[src/rtl/tdv_pkg.sv]
`default_nettype none
// ----------------------------------------------------------------------------
// tdv_pkg: shared types and constants of the textual date validator
// Month name tables, day counts, saturation limits and the item struct.
// ----------------------------------------------------------------------------
package tdv_pkg;

  // word selector codes
  typedef enum logic [1:0] {
    WORD_DAY   = 2'd0,
    WORD_MONTH = 2'd1,
    WORD_YEAR  = 2'd2
  } word_e;

  // one input beat as held in the input register
  typedef struct packed {
    logic [1:0] word_index;
    logic [7:0] ch;
    logic       end_of_word;
  } tdv_item_t;

  localparam int unsigned NumMonths = 12;
  localparam int unsigned NameBytes = 9;
  localparam int unsigned FebIndex  = 1;

  localparam logic [6:0]  DAY_SAT    = 7'd99;
  localparam logic [13:0] YEAR_SAT   = 14'd10000;
  localparam logic [13:0] YEAR_LIMIT = 14'd9999;
  localparam logic [3:0]  POS_SAT    = 4'd15;
  localparam logic [4:0]  LEAP_DAYS  = 5'd29;
  localparam logic [8:0]  MOD_BASE   = 9'd400;

  // names are right aligned: the first letter sits at byte (length - 1)
  localparam logic [8*NameBytes-1:0] MONTH_NAME [NumMonths] = '{
    72'("january"), 72'("february"), 72'("march"), 72'("april"),
    72'("may"), 72'("june"), 72'("july"), 72'("august"),
    72'("september"), 72'("october"), 72'("november"), 72'("december")
  };

  localparam logic [3:0] MONTH_LEN [NumMonths] = '{
    4'd7, 4'd8, 4'd5, 4'd5, 4'd3, 4'd4, 4'd4, 4'd6, 4'd9, 4'd7, 4'd8, 4'd8
  };

  localparam logic [4:0] MONTH_DAYS [NumMonths] = '{
    5'd31, 5'd28, 5'd31, 5'd30, 5'd31, 5'd30,
    5'd31, 5'd31, 5'd30, 5'd31, 5'd30, 5'd31
  };

  // letter of month m at position pos, valid only when pos < length
  function automatic logic [7:0] month_letter(input int unsigned m, input logic [3:0] pos);
    logic [3:0] sel;
    sel = 4'(MONTH_LEN[m] - 4'd1 - pos);
    return MONTH_NAME[m][8*sel +: 8];
  endfunction

endpackage
`default_nettype wire

[src/rtl/tdv_in_reg.sv]
`default_nettype none
// ----------------------------------------------------------------------------
// tdv_in_reg: input register of the date validator
// Captures one character beat and hands it to the core when the core takes it.
// ----------------------------------------------------------------------------
module tdv_in_reg import tdv_pkg::*; (
  input  wire logic       clk_i,
  input  wire logic       rst_ni,
  input  wire logic       in_valid_i,
  output logic            in_ready_o,
  input  wire logic [1:0] word_index_i,
  input  wire logic [7:0] ch_i,
  input  wire logic       end_of_word_i,
  output logic            item_valid_o,
  output tdv_item_t       item_o,
  input  wire logic       item_take_i
);

  logic      valid_q, valid_d;
  tdv_item_t item_q;

  // free when empty or when the held beat leaves this cycle
  assign in_ready_o = !valid_q || item_take_i;

  always_comb begin
    valid_d = valid_q;
    if (in_ready_o) begin
      valid_d = in_valid_i;
    end
  end

  always_ff @(posedge clk_i or negedge rst_ni) begin
    if (!rst_ni) begin
      valid_q <= 1'b0;
    end else begin
      valid_q <= valid_d;
    end
  end

  // payload capture
  always_ff @(posedge clk_i) begin
    if (in_ready_o && in_valid_i) begin
      item_q <= '{word_index: word_index_i, ch: ch_i, end_of_word: end_of_word_i};
    end
  end

  assign item_valid_o = valid_q;
  assign item_o       = item_q;

endmodule
`default_nettype wire

[src/rtl/tdv_core.sv]
`default_nettype none
// ----------------------------------------------------------------------------
// tdv_core: date state update and verdict
// Updates the month match mask, day and year accumulators and digit flags,
// and on the last year character registers the verdict.
// ----------------------------------------------------------------------------
module tdv_core import tdv_pkg::*; (
  input  wire logic       clk_i,
  input  wire logic       rst_ni,
  input  wire logic       item_valid_i,
  input  wire tdv_item_t  item_i,
  output logic            item_take_o,
  output logic            out_valid_o,
  input  wire logic       out_ready_i,
  output logic            is_date_o
);

  logic [11:0] cand_q, cand_d;
  logic [3:0]  pos_q, pos_d;
  logic [6:0]  day_q, day_d;
  logic [13:0] year_q, year_d;
  logic [8:0]  mod_q, mod_d;
  logic [1:0]  flags_q, flags_d;
  logic        out_valid_q, out_valid_d;
  logic        is_date_q;

  logic        is_digit, is_upper, produces, take;
  logic [3:0]  digit;
  logic [7:0]  lc;
  logic [9:0]  day_sum;
  logic [16:0] year_sum;
  logic [13:0] year_new;
  logic [11:0] mod_sum, mod_rem;
  logic [21:0] mod_prod;
  logic [3:0]  mod_quot;
  logic [8:0]  mod_new;
  logic [1:0]  flags_new;
  logic [11:0] keep, hit;
  logic        one_hit, leap, verdict;
  logic [4:0]  limit;

  // character classes
  assign is_digit = (item_i.ch inside {[8'h30:8'h39]});
  assign is_upper = (item_i.ch inside {[8'h41:8'h5A]});
  assign digit    = 4'(item_i.ch - 8'h30);
  assign lc       = is_upper ? 8'(item_i.ch + 8'd32) : item_i.ch;

  // day and year accumulators with saturation
  assign day_sum  = 10'(day_q) * 10'd10 + 10'(digit);
  assign year_sum = 17'(year_q) * 17'd10 + 17'(digit);
  assign year_new = (year_sum > 17'(YEAR_SAT)) ? YEAR_SAT : year_sum[13:0];

  // year modulo 400: reciprocal estimate, never high, then one correction
  assign mod_sum  = 12'(mod_q) * 12'd10 + 12'(digit);
  assign mod_prod = 22'(mod_sum) * 22'd655;
  assign mod_quot = mod_prod[21:18];
  assign mod_rem  = mod_sum - 12'(mod_quot) * 12'(MOD_BASE);
  assign mod_new  = (mod_rem >= 12'(MOD_BASE)) ? 9'(mod_rem - 12'(MOD_BASE)) : mod_rem[8:0];

  // month letters compared in parallel
  always_comb begin
    for (int unsigned m = 0; m < NumMonths; m++) begin
      keep[m] = (pos_q < MONTH_LEN[m]) && (month_letter(m, pos_q) == lc);
    end
  end

  assign flags_new = is_digit ? flags_q : (flags_q & 2'b01);

  // verdict from the state seen after this year character
  always_comb begin
    limit = '0;
    for (int unsigned m = 0; m < NumMonths; m++) begin
      hit[m] = cand_q[m] && (MONTH_LEN[m] == pos_q);
      if (hit[m]) begin
        limit = limit | MONTH_DAYS[m];
      end
    end
    leap = (mod_new[1:0] == 2'b00) &&
           (mod_new != 9'd100) && (mod_new != 9'd200) && (mod_new != 9'd300);
    if (hit[FebIndex] && leap) begin
      limit = LEAP_DAYS;
    end
  end

  assign one_hit = (hit != '0) && ((hit & (hit - 12'd1)) == '0);
  assign verdict = (flags_new == 2'b11) && (year_new <= YEAR_LIMIT) && one_hit &&
                   (day_q <= 7'(limit));

  // handshake towards the input register and the result register
  assign produces    = (item_i.word_index == WORD_YEAR) && item_i.end_of_word;
  assign take        = item_valid_i && (!produces || !out_valid_q || out_ready_i);
  assign item_take_o = take;

  // next state
  always_comb begin
    cand_d      = cand_q;
    pos_d       = pos_q;
    day_d       = day_q;
    year_d      = year_q;
    mod_d       = mod_q;
    flags_d     = flags_q;
    out_valid_d = out_valid_q && !out_ready_i;
    if (take) begin
      case (item_i.word_index)
        WORD_DAY: begin
          if (is_digit) begin
            day_d = (day_sum > 10'(DAY_SAT)) ? DAY_SAT : day_sum[6:0];
          end else begin
            flags_d = flags_q & 2'b10;
          end
        end
        WORD_MONTH: begin
          cand_d = cand_q & keep;
          if (pos_q < POS_SAT) begin
            pos_d = pos_q + 4'd1;
          end
        end
        WORD_YEAR: begin
          if (is_digit) begin
            year_d = year_new;
            mod_d  = mod_new;
          end
          flags_d = flags_new;
          if (item_i.end_of_word) begin
            out_valid_d = 1'b1;
            cand_d      = '1;
            pos_d       = '0;
            day_d       = '0;
            year_d      = '0;
            mod_d       = '0;
            flags_d     = 2'b11;
          end
        end
        default: begin
        end
      endcase
    end
  end

  always_ff @(posedge clk_i or negedge rst_ni) begin
    if (!rst_ni) begin
      cand_q      <= '1;
      pos_q       <= '0;
      day_q       <= '0;
      year_q      <= '0;
      mod_q       <= '0;
      flags_q     <= 2'b11;
      out_valid_q <= 1'b0;
    end else begin
      cand_q      <= cand_d;
      pos_q       <= pos_d;
      day_q       <= day_d;
      year_q      <= year_d;
      mod_q       <= mod_d;
      flags_q     <= flags_d;
      out_valid_q <= out_valid_d;
    end
  end

  // result payload
  always_ff @(posedge clk_i) begin
    if (take && produces) begin
      is_date_q <= verdict;
    end
  end

  assign out_valid_o = out_valid_q;
  assign is_date_o   = is_date_q;

endmodule
`default_nettype wire

[src/rtl/text_date_validator_top.sv]
`default_nettype none
// ----------------------------------------------------------------------------
// text_date_validator_top: textual date validator
// Checks a date written as day, month-name and year words, one character a beat.
// ----------------------------------------------------------------------------
// Usage
//   Input channel: in_valid_i / in_ready_o with word_index_i (0 day, 1 month,
//   2 year), ch_i and end_of_word_i. Selector 3 beats are taken and dropped.
//   Output channel: out_valid_o / out_ready_i with is_date_o, one beat for
//   each input beat that ends the year word.
//   Verdict path: the year's last character is held in the input register; the
//   update loads its verdict into the result register once that one is free.
//   Throughput: one character per cycle unless a second verdict waits, set by
//   the single update stage; the month names are matched in parallel and all
//   arithmetic is by constants. Reset: month mask all ones, flags set,
//   counters cleared; both registers empty.
//   Stall: while a verdict waits, non-verdict beats keep flowing; a second
//   verdict waits in the input register and in_ready_o drops until the
//   receiver takes the first one.
// ----------------------------------------------------------------------------
module text_date_validator_top import tdv_pkg::*; (
  input  wire logic       clk_i,
  input  wire logic       rst_ni,
  input  wire logic       in_valid_i,
  output logic            in_ready_o,
  input  wire logic [1:0] word_index_i,
  input  wire logic [7:0] ch_i,
  input  wire logic       end_of_word_i,
  output logic            out_valid_o,
  input  wire logic       out_ready_i,
  output logic            is_date_o
);

  logic      item_valid;
  logic      item_take;
  tdv_item_t item;

  // input register
  tdv_in_reg u_in_reg (
    .clk_i        (clk_i),
    .rst_ni       (rst_ni),
    .in_valid_i   (in_valid_i),
    .in_ready_o   (in_ready_o),
    .word_index_i (word_index_i),
    .ch_i         (ch_i),
    .end_of_word_i(end_of_word_i),
    .item_valid_o (item_valid),
    .item_o       (item),
    .item_take_i  (item_take)
  );

  // state update and verdict register
  tdv_core u_core (
    .clk_i       (clk_i),
    .rst_ni      (rst_ni),
    .item_valid_i(item_valid),
    .item_i      (item),
    .item_take_o (item_take),
    .out_valid_o (out_valid_o),
    .out_ready_i (out_ready_i),
    .is_date_o   (is_date_o)
  );

endmodule
`default_nettype wire

[config.mk]
export PLATFORM = sky130hd
export DESIGN_NAME = text_date_validator_top
export DESIGN_NICKNAME = d
export VERILOG_FILES = /design/src/rtl/tdv_pkg.sv /design/src/rtl/tdv_in_reg.sv /design/src/rtl/tdv_core.sv /design/src/rtl/text_date_validator_top.sv
export SDC_FILE = /design/constraint.sdc
export NUM_CORES = 1
export LEC_CHECK = 0
export ABC_CLOCK_PERIOD_IN_PS = 12600
export CELL_PAD_IN_SITES_DETAIL_PLACEMENT = 0
export CELL_PAD_IN_SITES_GLOBAL_PLACEMENT = 1
export CORE_MARGIN = 2
export CORE_UTILIZATION = 35
export DETAILED_ROUTE_END_ITERATION = 8
export DONT_BUFFER_PORTS = 1
export PLACE_DENSITY = 0.7
export SLEW_MARGIN = 10
export SYNTH_ARGS = -nofsm -noshare
export SYNTH_HDL_FRONTEND = slang
export SYNTH_SLANG_ARGS = --single-unit
[constraint.sdc]
create_clock -name clk_i -period 12.6 [get_ports clk_i]
set_input_delay 1.26 -clock clk_i [delete_from_list [all_inputs] [get_ports clk_i]]
set_output_delay 1.26 -clock clk_i [all_outputs]
set_load 0.02 [all_outputs]
### Word-level counts from Yosys, hierarchy flattened

Cells that the tools add are included.

* flip-flop bits (word level): 62
* input port bits: 15

* add/sub/neg operators: 16
* $mul: 5
* order comparisons: 17
* eq/ne operators: 29
* shifts and indexed selects: 12
* multiplexer cells: 36
* bitwise gates (word level): 3
* reductions and logical operators: 59

Operators with widths (number)
* variable part select 72 x 8 -> 8 bit (first input constant): 12
* == test 8 bit: 12
* two-way mux 5 bit: 13
* two-way mux 14 bit: 3
* logical AND 1 bit: 39
* two-way mux 9 bit: 3
* bitwise AND 12 bit: 2
* one-hot mux 12 bit (2 select lines): 1
* multiplier 12 x 10 -> 22 bit (second input constant): 1
* two-way mux 7 bit: 3
* adder 17 x 4 -> 17 bit: 1
* greater-than comparator 17 x 14 -> 1 bit (second input constant): 1
* == test 3 x 4 -> 1 bit (first input constant): 4
* less-than comparator 4 x 3 -> 1 bit (second input constant): 4
* multiplier 14 x 3 -> 16 bit (second input constant): 1
* subtractor 3 x 4 -> 4 bit (first input constant): 4
* less-or-equal comparator 14 bit (second input constant): 1
* one-hot mux 7 bit (2 select lines): 1
* adder 12 x 4 -> 12 bit: 1
* >= comparator 12 x 9 -> 1 bit (second input constant): 1
* zero test 12 bit: 1
* less-than comparator 4 bit (second input constant): 3
* two-way mux 12 bit: 1
* AND reduction 3 bit: 4
* 41 further kinds: 60

### Longest topological paths before layout

Gate-level depths: netlist of run 1.

* depth after elaboration: 17
* depth in mapped cells: 56

### By module

From an unflattened synthesis of run 1, not the netlist that was laid out.

* cells, all modules: 1147
* area, all modules: 9835.7 um^2

By module, submodules not included
* tdv_core: times used 1, cells an instance 1132, area an instance 9451.6 um^2, sequential area each 1273.7 um^2
* tdv_in_reg: times used 1, cells an instance 15, area an instance 384.1 um^2, sequential area each 355.3 um^2

### Worst setup path after synthesis of run 1

No wires, ideal clock.

* path kind: flip-flop to flip-flop
* start: reg u_core.mod_q[1]
* end: reg u_core.is_date_q, in the netlist u_core.is_date_o (data pin)
* library setup time: 176 ps
* arrival: 11182 ps
* data required time: 12424 ps
* setup slack: 1242 ps
* stages on the path, launching flop included: 52
* path buffers: 0
* period minus slack after synthesis: 11358 ps
* cells stage by stage: dfrtp_1 > ha_1 > ha_1 > inv_1 > fa_1 > xnor2_1 > nand3b_1 > nor4_1 > and2_1 > mux2i_1 > xnor2_1 > inv_1 > fa_1 > inv_1 > ha_1 > ha_1 > fa_1 > inv_1 > [... 16 more ...] > o21ai_0 > mux2_2 > and3_1 > or3_1 > o211a_1 > a2111o_1 > a21boi_2 > o21ai_1 > ha_1 > nor2b_1 > o21a_1 > o21ai_0 > nand2b_1 > a21oi_1 > a31oi_1 > nor3_1 > nand3_1 > nor4_1

* longest elaborated chain between the ends: 15

Ends and longest elaborated chain
* start, declared: RTL line tdv_core.sv:22 `logic [8:0] mod_q, mod_d;`
* start signal, assigned: RTL line tdv_core.sv:154 `mod_q <= mod_d;`
* multiplier 9 x 3 -> 11 bit (*): RTL line tdv_core.sv:54 `assign mod_sum = 12'(mod_q) * 12'd10 + 12'(digit);`
* adder 12 x 4 -> 12 bit (*): RTL line tdv_core.sv:54
* multiplier 12 x 10 -> 22 bit: RTL line tdv_core.sv:55 `assign mod_prod = 22'(mod_sum) * 22'd655;`
* multiplier 4 x 5 -> 8 bit: RTL line tdv_core.sv:57 `assign mod_rem = mod_sum - 12'(mod_quot) * 12'(MOD_BASE);`
* subtractor 12 bit (*): RTL line tdv_core.sv:57
* >= comparator 12 x 9 -> 1 bit / subtractor 9 bit (equally long branches): RTL line tdv_core.sv:58 `assign mod_new = (mod_rem >= 12'(MOD_BASE)) ? 9'(mod_rem - 12'(MOD_BASE)) : mod_rem[8:0];`
* two-way mux 9 bit (*): RTL line tdv_core.sv:58
* != test 9 x 7 -> 1 bit / zero test 2 bit (equally long branches): RTL line tdv_core.sv:79, tdv_core.sv:78
* logical AND 1 bit: RTL line tdv_core.sv:78 `leap = (mod_new[1:0] == 2'b00) &&`
* logical AND 1 bit: RTL line tdv_core.sv:79 `(mod_new != 9'd100) && (mod_new != 9'd200) && (mod_new != 9'd300);`
* logical AND 1 bit (*): RTL line tdv_core.sv:79
* logical AND 1 bit (*): RTL line tdv_core.sv:80 `if (hit[FebIndex] && leap) begin`
* two-way mux 5 bit (*): RTL line tdv_core.sv:80
* less-or-equal comparator 7 x 5 -> 1 bit (*): RTL line tdv_core.sv:87 `(day_q <= 7'(limit));`
* logical AND 1 bit (*): RTL line tdv_core.sv:86 `assign verdict = (flags_new == 2'b11) && (year_new <= YEAR_LIMIT) && one_hit &&`
* net u_core.verdict: RTL line tdv_core.sv:39 `logic one_hit, leap, verdict;`
* end signal, assigned: RTL line tdv_core.sv:163 `is_date_q <= verdict;`
* end, declared: RTL line tdv_core.sv:25 `logic is_date_q;`

Mark *: on every way through the listed nets, which the timed path passes. The rest lies on a longest branch.
A chain may end at the register's enable or synchronous reset.

### Worst setup path after layout of run 1

Same ends and word-level chain as after synthesis.

==> impl_metrics.env, run 1 <==
export IMPL_outcome="complete, no violations"
export IMPL_grt_pass1_vias=7935
export IMPL_slew_headroom_pct=30.47
export IMPL_cts_buffers=9
export IMPL_synth_cell_types=83
export IMPL_synth_top_cells_by_area="ha_1 24%, dfrtp_1 9.1%, fa_1 7.5%, xnor2_1 5.6%, inv_1 3.9%"
export IMPL_antenna_found_initial=0
export IMPL_netlist_instances=1146
export IMPL_netlist_top_cell_by_area="ha_1"
export IMPL_crit_required_ns=12.74
export IMPL_startpoint_type="register"
export IMPL_worst_slew_pin_slew_ns=1.034
export IMPL_nets=1385
export IMPL_crit_fanout=5
export IMPL_wl_per_cell_um=16.62
export IMPL_cts_buffer_depth=2
export IMPL_min_path_type="reg -> reg"
export IMPL_worst_r2r_startpoint="u_core.mod_q[1]"
export IMPL_drc=0
export IMPL_synth_top_area_share_pct=24.02
export IMPL_cts_tree="built"
export IMPL_synth_seq_cells=62
export IMPL_holdWs_ns=0.4745
export IMPL_fin_crit_sh_pct=96.06
export IMPL_clk_latency_ns=0.34
export IMPL_drv_slew=0
export IMPL_vias_per_cell=5.379
export IMPL_grt_max_degree=51
export IMPL_place_gp_congestion=0.8154
export IMPL_grt_pass1_wl_um=41420
export IMPL_nFillCells=2811
export IMPL_yosysMostFrequentCell="ha_1"
export IMPL_dpl_hpwl_um=19410
export IMPL_vias=8213
export IMPL_maxCapViolCount=0
export IMPL_die_h_um=171.7
export IMPL_ff2ff_setup_slack_ns=0.50
export IMPL_synth_area_um2=9846
export IMPL_ys_warn_count=0
export IMPL_drt_pass1_iter_count=5
export IMPL_clockRootBuffer="clkbuf_16"
export IMPL_drive_gt1_share_pct=7.398
export IMPL_grt_overflow=0
export IMPL_critPathKind="reg -> reg"
export IMPL_startpoint="u_core.mod_q[1]"
export IMPL_initial_core_util_pct=35.54
export IMPL_die_w_um=171.7
export IMPL_drt_total_wl_um=25380
export IMPL_dieArea_um2=29490
export IMPL_synth_edf_count=12
export IMPL_rr_worst_depth=49
export IMPL_yosysSeqAreaShare_pct=16.55
export IMPL_multi_input_area_um2=7775
export IMPL_hold_viol=0
export IMPL_io_pins=18
export IMPL_crit_buf_inv=7
export IMPL_path_clk_slew_ns=0.06
export IMPL_max_freq_mhz=82.62
export IMPL_detail_route_antenna_nets=0
export IMPL_end_kind="register"
export IMPL_r2r_end="u_core.is_date_o"
export IMPL_h_tree_depth=3
export IMPL_synth_nets=1387
export IMPL_slowest_delay_ns=0.56
export IMPL_skew_ns=0.01229
export IMPL_fp_row_count=61
export IMPL_areaGrowthSynthToFinish_pct=9.252
export IMPL_numPortBuffers=0
export IMPL_min_from="u_core.cand_q[3]"
export IMPL_clkSinkCount=62
export IMPL_setup_viol=0
export IMPL_ctsHoldBuffers=0
export IMPL_seq_area_um2=1630
export IMPL_drtIter0Drc=371
export IMPL_min_period_ns=12.10
export IMPL_n_antenna_cell=0
export IMPL_crit_cells=49
export IMPL_endpoint="u_core.is_date_o"
export IMPL_crit_family="adder cells"
export IMPL_cp_common_cell="ha_1"
export IMPL_core_um2=27710
export IMPL_arrival_ns=12.24
export IMPL_ys_dominant_reg_cell="dfrtp_1"
export IMPL_syn_area_per_cell_um2=8.591
export IMPL_grt_total_usage_pct=17.57
export IMPL_synth_common_cells="189 x ha_1, 102 x inv_1, 87 x nand2_1, 70 x o21ai_0, 64 x nor2_1"
export IMPL_async_flop_share_pct=80.65
export IMPL_crit_slowest_cell="fa_1"
-- logic make-up after synthesis --
kind of cell             share of synthesized area [%]
XOR/XNOR                                         9.963
buffers and inverters                            5.439
flip-flops                                       16.55
AND/OR/NAND/NOR                                  15.90
AO/OA/AOI/OAI                                    19.79
adder cells (fa/ha/maj)                          31.64
multiplexers                                    0.7244
-- registers in the layout (all words and copies together), names as in the netlist, 2 cells and up --
signal	flops
u_in_reg.item_o	11
u_core.day_q	7
u_core.flags_q	2
u_core.year_q	14
u_core.cand_q	12
u_core.pos_q	4
u_core.mod_q	9
-- per-layer routing --
metal  routed length (um)  vias up  share of wire (%)  global-route usage [%]
met5                    0        -                  0                       0
met4                  343        0                1.4                   3.206
met3                  886       27                3.5                   2.071
met2                11760      139                 46                   29.44
met1                12390     3928                 49                   24.45
li1                     -     4119                  -                       -
-- per-stage QoR --
stage	setup slack (ns)	utilization [%]	setup TNS, ns	instance area, um^2	cells
after detailed placement	0.1898	37.19	0	10300	1505
after global routing	-0.09709	38.82	-0.09709	10760	1527
after global placement	0.6673	37.19	0	10300	1505
after floorplan	1.242	-	0	9846	1146
final	0.4967	38.82	0	10760	1527
after CTS	0.1494	38.27	0	10600	1521
-- area by class of cell --
| cell class | count | area share [%] |
|---|---|---|
| multi-input combinational | 943 | 72.28 |
| sequential | 62 | 15.16 |
| tap | 378 | 4.397 |
| inverter | 105 | 3.664 |
| clock buffer | 10 | 2.129 |
| timing repair buffer | 23 | 1.722 |
| clock inverter | 6 | 0.6514 |
-- tightest hold or removal path, cell delays in order (launching register included) --
cell and delay [ns]:
dfstp_2 0.37, inv_1 0.04, o21ai_1 0.06
-- worst min-delay path by stage --
stage | endpoint | slack (ns) | cells past startpoint
after global routing | u_core.cand_q[3] | 0.49 | 2
after floorplan | u_core.cand_q[3] | 0.45 | 2
final | u_core.cand_q[3] | 0.47 | 2
after detailed placement | u_core.cand_q[7] | 0.47 | 2
after CTS | u_core.cand_q[8] | 0.48 | 2
after global placement | u_core.cand_q[4] | 0.46 | 2
-- what timing repair did --
action	CTS	global route
resized for setup	0	17
buffers inserted	0	6
setup endpoints to repair	0	1
-- cells in the final DEF (no fill, tap or decap), types with 35 or more instances in the layout --
cell type and n:
a21oi_1 53, dfrtp_1 35, fa_1 37, ha_1 189
inv_1 101, nand2_1 87, nor2_1 64, o21ai_0 70
xnor2_1 60, xor2_1 41
Power of run 1 is not shown: default switching activity piles up to over one toggle a cycle in this logic, so the estimate is an artifact.
==> inputs of run 2 (changes only) <==
Settings changed: CORE_UTILIZATION 35 to 52, PLACE_DENSITY 0.7 to 0.94.
==> run 2 against run 1 <==
The run now ends with DRC left. Non-clock buffer count is 5 lower. Via count is 0.52% higher. Hold slack worse by 0.0041 ns. Routed wire length is 7.0% lower. Flip-flop and latch count stayed put. Sequential share of layout area is 0.35 points higher.
==> impl_metrics.env, run 2 (synthesized netlist as in run 1, its figures left out) <==
export IMPL_outcome="finished, violations left"
export IMPL_violations="DRC"
export IMPL_clockRootBuffer="clkbuf_16"
export IMPL_slew_headroom_pct=21.46
export IMPL_fin_crit_sh_pct=94.64
export IMPL_drt_total_wl_um=23600
export IMPL_startpoint_type="register"
export IMPL_dieArea_um2=20050
export IMPL_end_kind="register"
export IMPL_arrival_ns=12.09
export IMPL_drtIter0Drc=562
export IMPL_setup_viol=0
export IMPL_crit_slowest_cell="fa_1"
export IMPL_fin_ws_ns=0.6753
export IMPL_nFillCells=1703
export IMPL_regMostFlops="u_core.year_q"
export IMPL_worst_slew_pin_slew_ns=1.162
export IMPL_drive_gt1_share_pct=7.080
export IMPL_antenna_found_initial=1
export IMPL_holdWs_ns=0.4704
export IMPL_max_freq_mhz=83.86
export IMPL_mostFrequentLayoutCells="189 x ha_1, 102 x inv_1, 87 x nand2_1"
export IMPL_drv_slew=0
export IMPL_h_tree_depth=3
export IMPL_fp_row_count=50
export IMPL_hold_viol=0
export IMPL_clk_latency_ns=0.33
export IMPL_numPortBuffers=0
export IMPL_skew_ns=0.008959
export IMPL_die_h_um=141.6
export IMPL_dpl_hpwl_um=17940
export IMPL_largest_reg_flops=14
export IMPL_seq_area_um2=1630
export IMPL_crit_required_ns=12.76
export IMPL_path_clk_slew_ns=0.06
export IMPL_areaGrowthSynthToFinish_pct=6.786
export IMPL_slowest_delay_ns=0.54
export IMPL_grt_overflow=0
export IMPL_die_w_um=141.6
export IMPL_wl_per_cell_um=17.11
export IMPL_multi_input_area_um2=7764
export IMPL_final_common_cell="ha_1"
export IMPL_preCtsSetupSlack_ns=0.1371
export IMPL_min_path_type="reg -> reg"
export IMPL_core_um2=18640
export IMPL_cts_tree="built"
export IMPL_grt_pass1_wl_um=39330
export IMPL_crit_fanout=5
export IMPL_grt_max_degree=51
export IMPL_cts_buffers=9
export IMPL_drc=1
export IMPL_place_gp_congestion=0.8808
export IMPL_drt_pass1_iter_count=7
export IMPL_grt_pass1_vias=8059
export IMPL_detail_route_antenna_nets=0
export IMPL_critPathKind="reg -> reg"
export IMPL_initial_core_util_pct=52.81
export IMPL_cp_common_cell="ha_1"
export IMPL_maxCapViolCount=0
export IMPL_vias=8256
export IMPL_min_period_ns=11.92
export IMPL_vias_per_cell=5.987
export IMPL_io_pins=18
export IMPL_cts_buffer_depth=2
export IMPL_clkSinkCount=62
export IMPL_grt_total_usage_pct=24.06
export IMPL_nets=1380
[run 2: critical path: cells and delay by family, from the launching register on]
kind | cells | cell delay [ns]
xor gates and xnor gates | 2 | 0.30
and+or+nand+nor | 14 | 2.58
muxes | 2 | 0.55
adders and majority gates | 14 | 5.19
AOI/OAI and AO/OA | 14 | 2.16
DFF | 1 | 0.44
buffers and inverters | 7 | 0.52
[run 2: worst paths after layout]
| check | from | endpoint | slack (ns) | cells past startpoint |
|---|---|---|---|---|
| setup / recovery | u_core.mod_q[1] | u_core.is_date_o | 0.68 | 53 |
| hold / removal | u_core.cand_q[3] | u_core.cand_q[3] | 0.47 | 2 |
| setup reg to reg | u_core.mod_q[1] | u_core.is_date_o | 0.68 | 53 |
| hold reg to reg | u_core.cand_q[3] | u_core.cand_q[3] | 0.47 | 2 |
| max in group asynchronous | rst_ni | u_core.flags_q[1] | 11.79 | 0 |
| min in group asynchronous | rst_ni | u_core.pos_q[0] | 0.62 | 0 |
[run 2: cell type report]
| class | count | area share, % |
|---|---|---|
| antenna | 1 | 0.02380 |
| clock buffer | 11 | 2.511 |
| clock inverter | 5 | 0.2975 |
| inverter | 105 | 3.749 |
| multi-input combinational | 943 | 73.84 |
| sequential | 62 | 15.51 |
| tap | 234 | 2.785 |
| timing repair buffer | 18 | 1.285 |
[run 2: per-layer routing]
metal / global-route usage (%) / routed length [um] / part of all wire, %
met5: 0 / 0 / 0
met4: 5.474 / 321 / 1.4
met3: 3.949 / 1027 / 4.4
met2: 40.62 / 11310 / 48
met1: 32.50 / 10940 / 46
[run 2: repair_timing]
item | CTS | global route
setup buffers | 0 | 5
resized for setup | 0 | 17
hold buffers | 0 | 0
setup endpoints to repair | 0 | 1
[run 2: per-stage QoR]
| step | instances | setup TNS [ns] | util, % | instance area, um^2 |
|---|---|---|---|---|
| after floorplan | 1146 | 0 | - | 9846 |
| final | 1379 | 0 | 56.40 | 10510 |
| after global placement | 1357 | 0 | 54.15 | 10090 |
| after global routing | 1379 | -0.08514 | 56.40 | 10510 |
| after CTS | 1373 | 0 | 55.73 | 10390 |
| after detailed placement | 1357 | 0 | 54.15 | 10090 |
Power of run 2 is left out for the same reason.
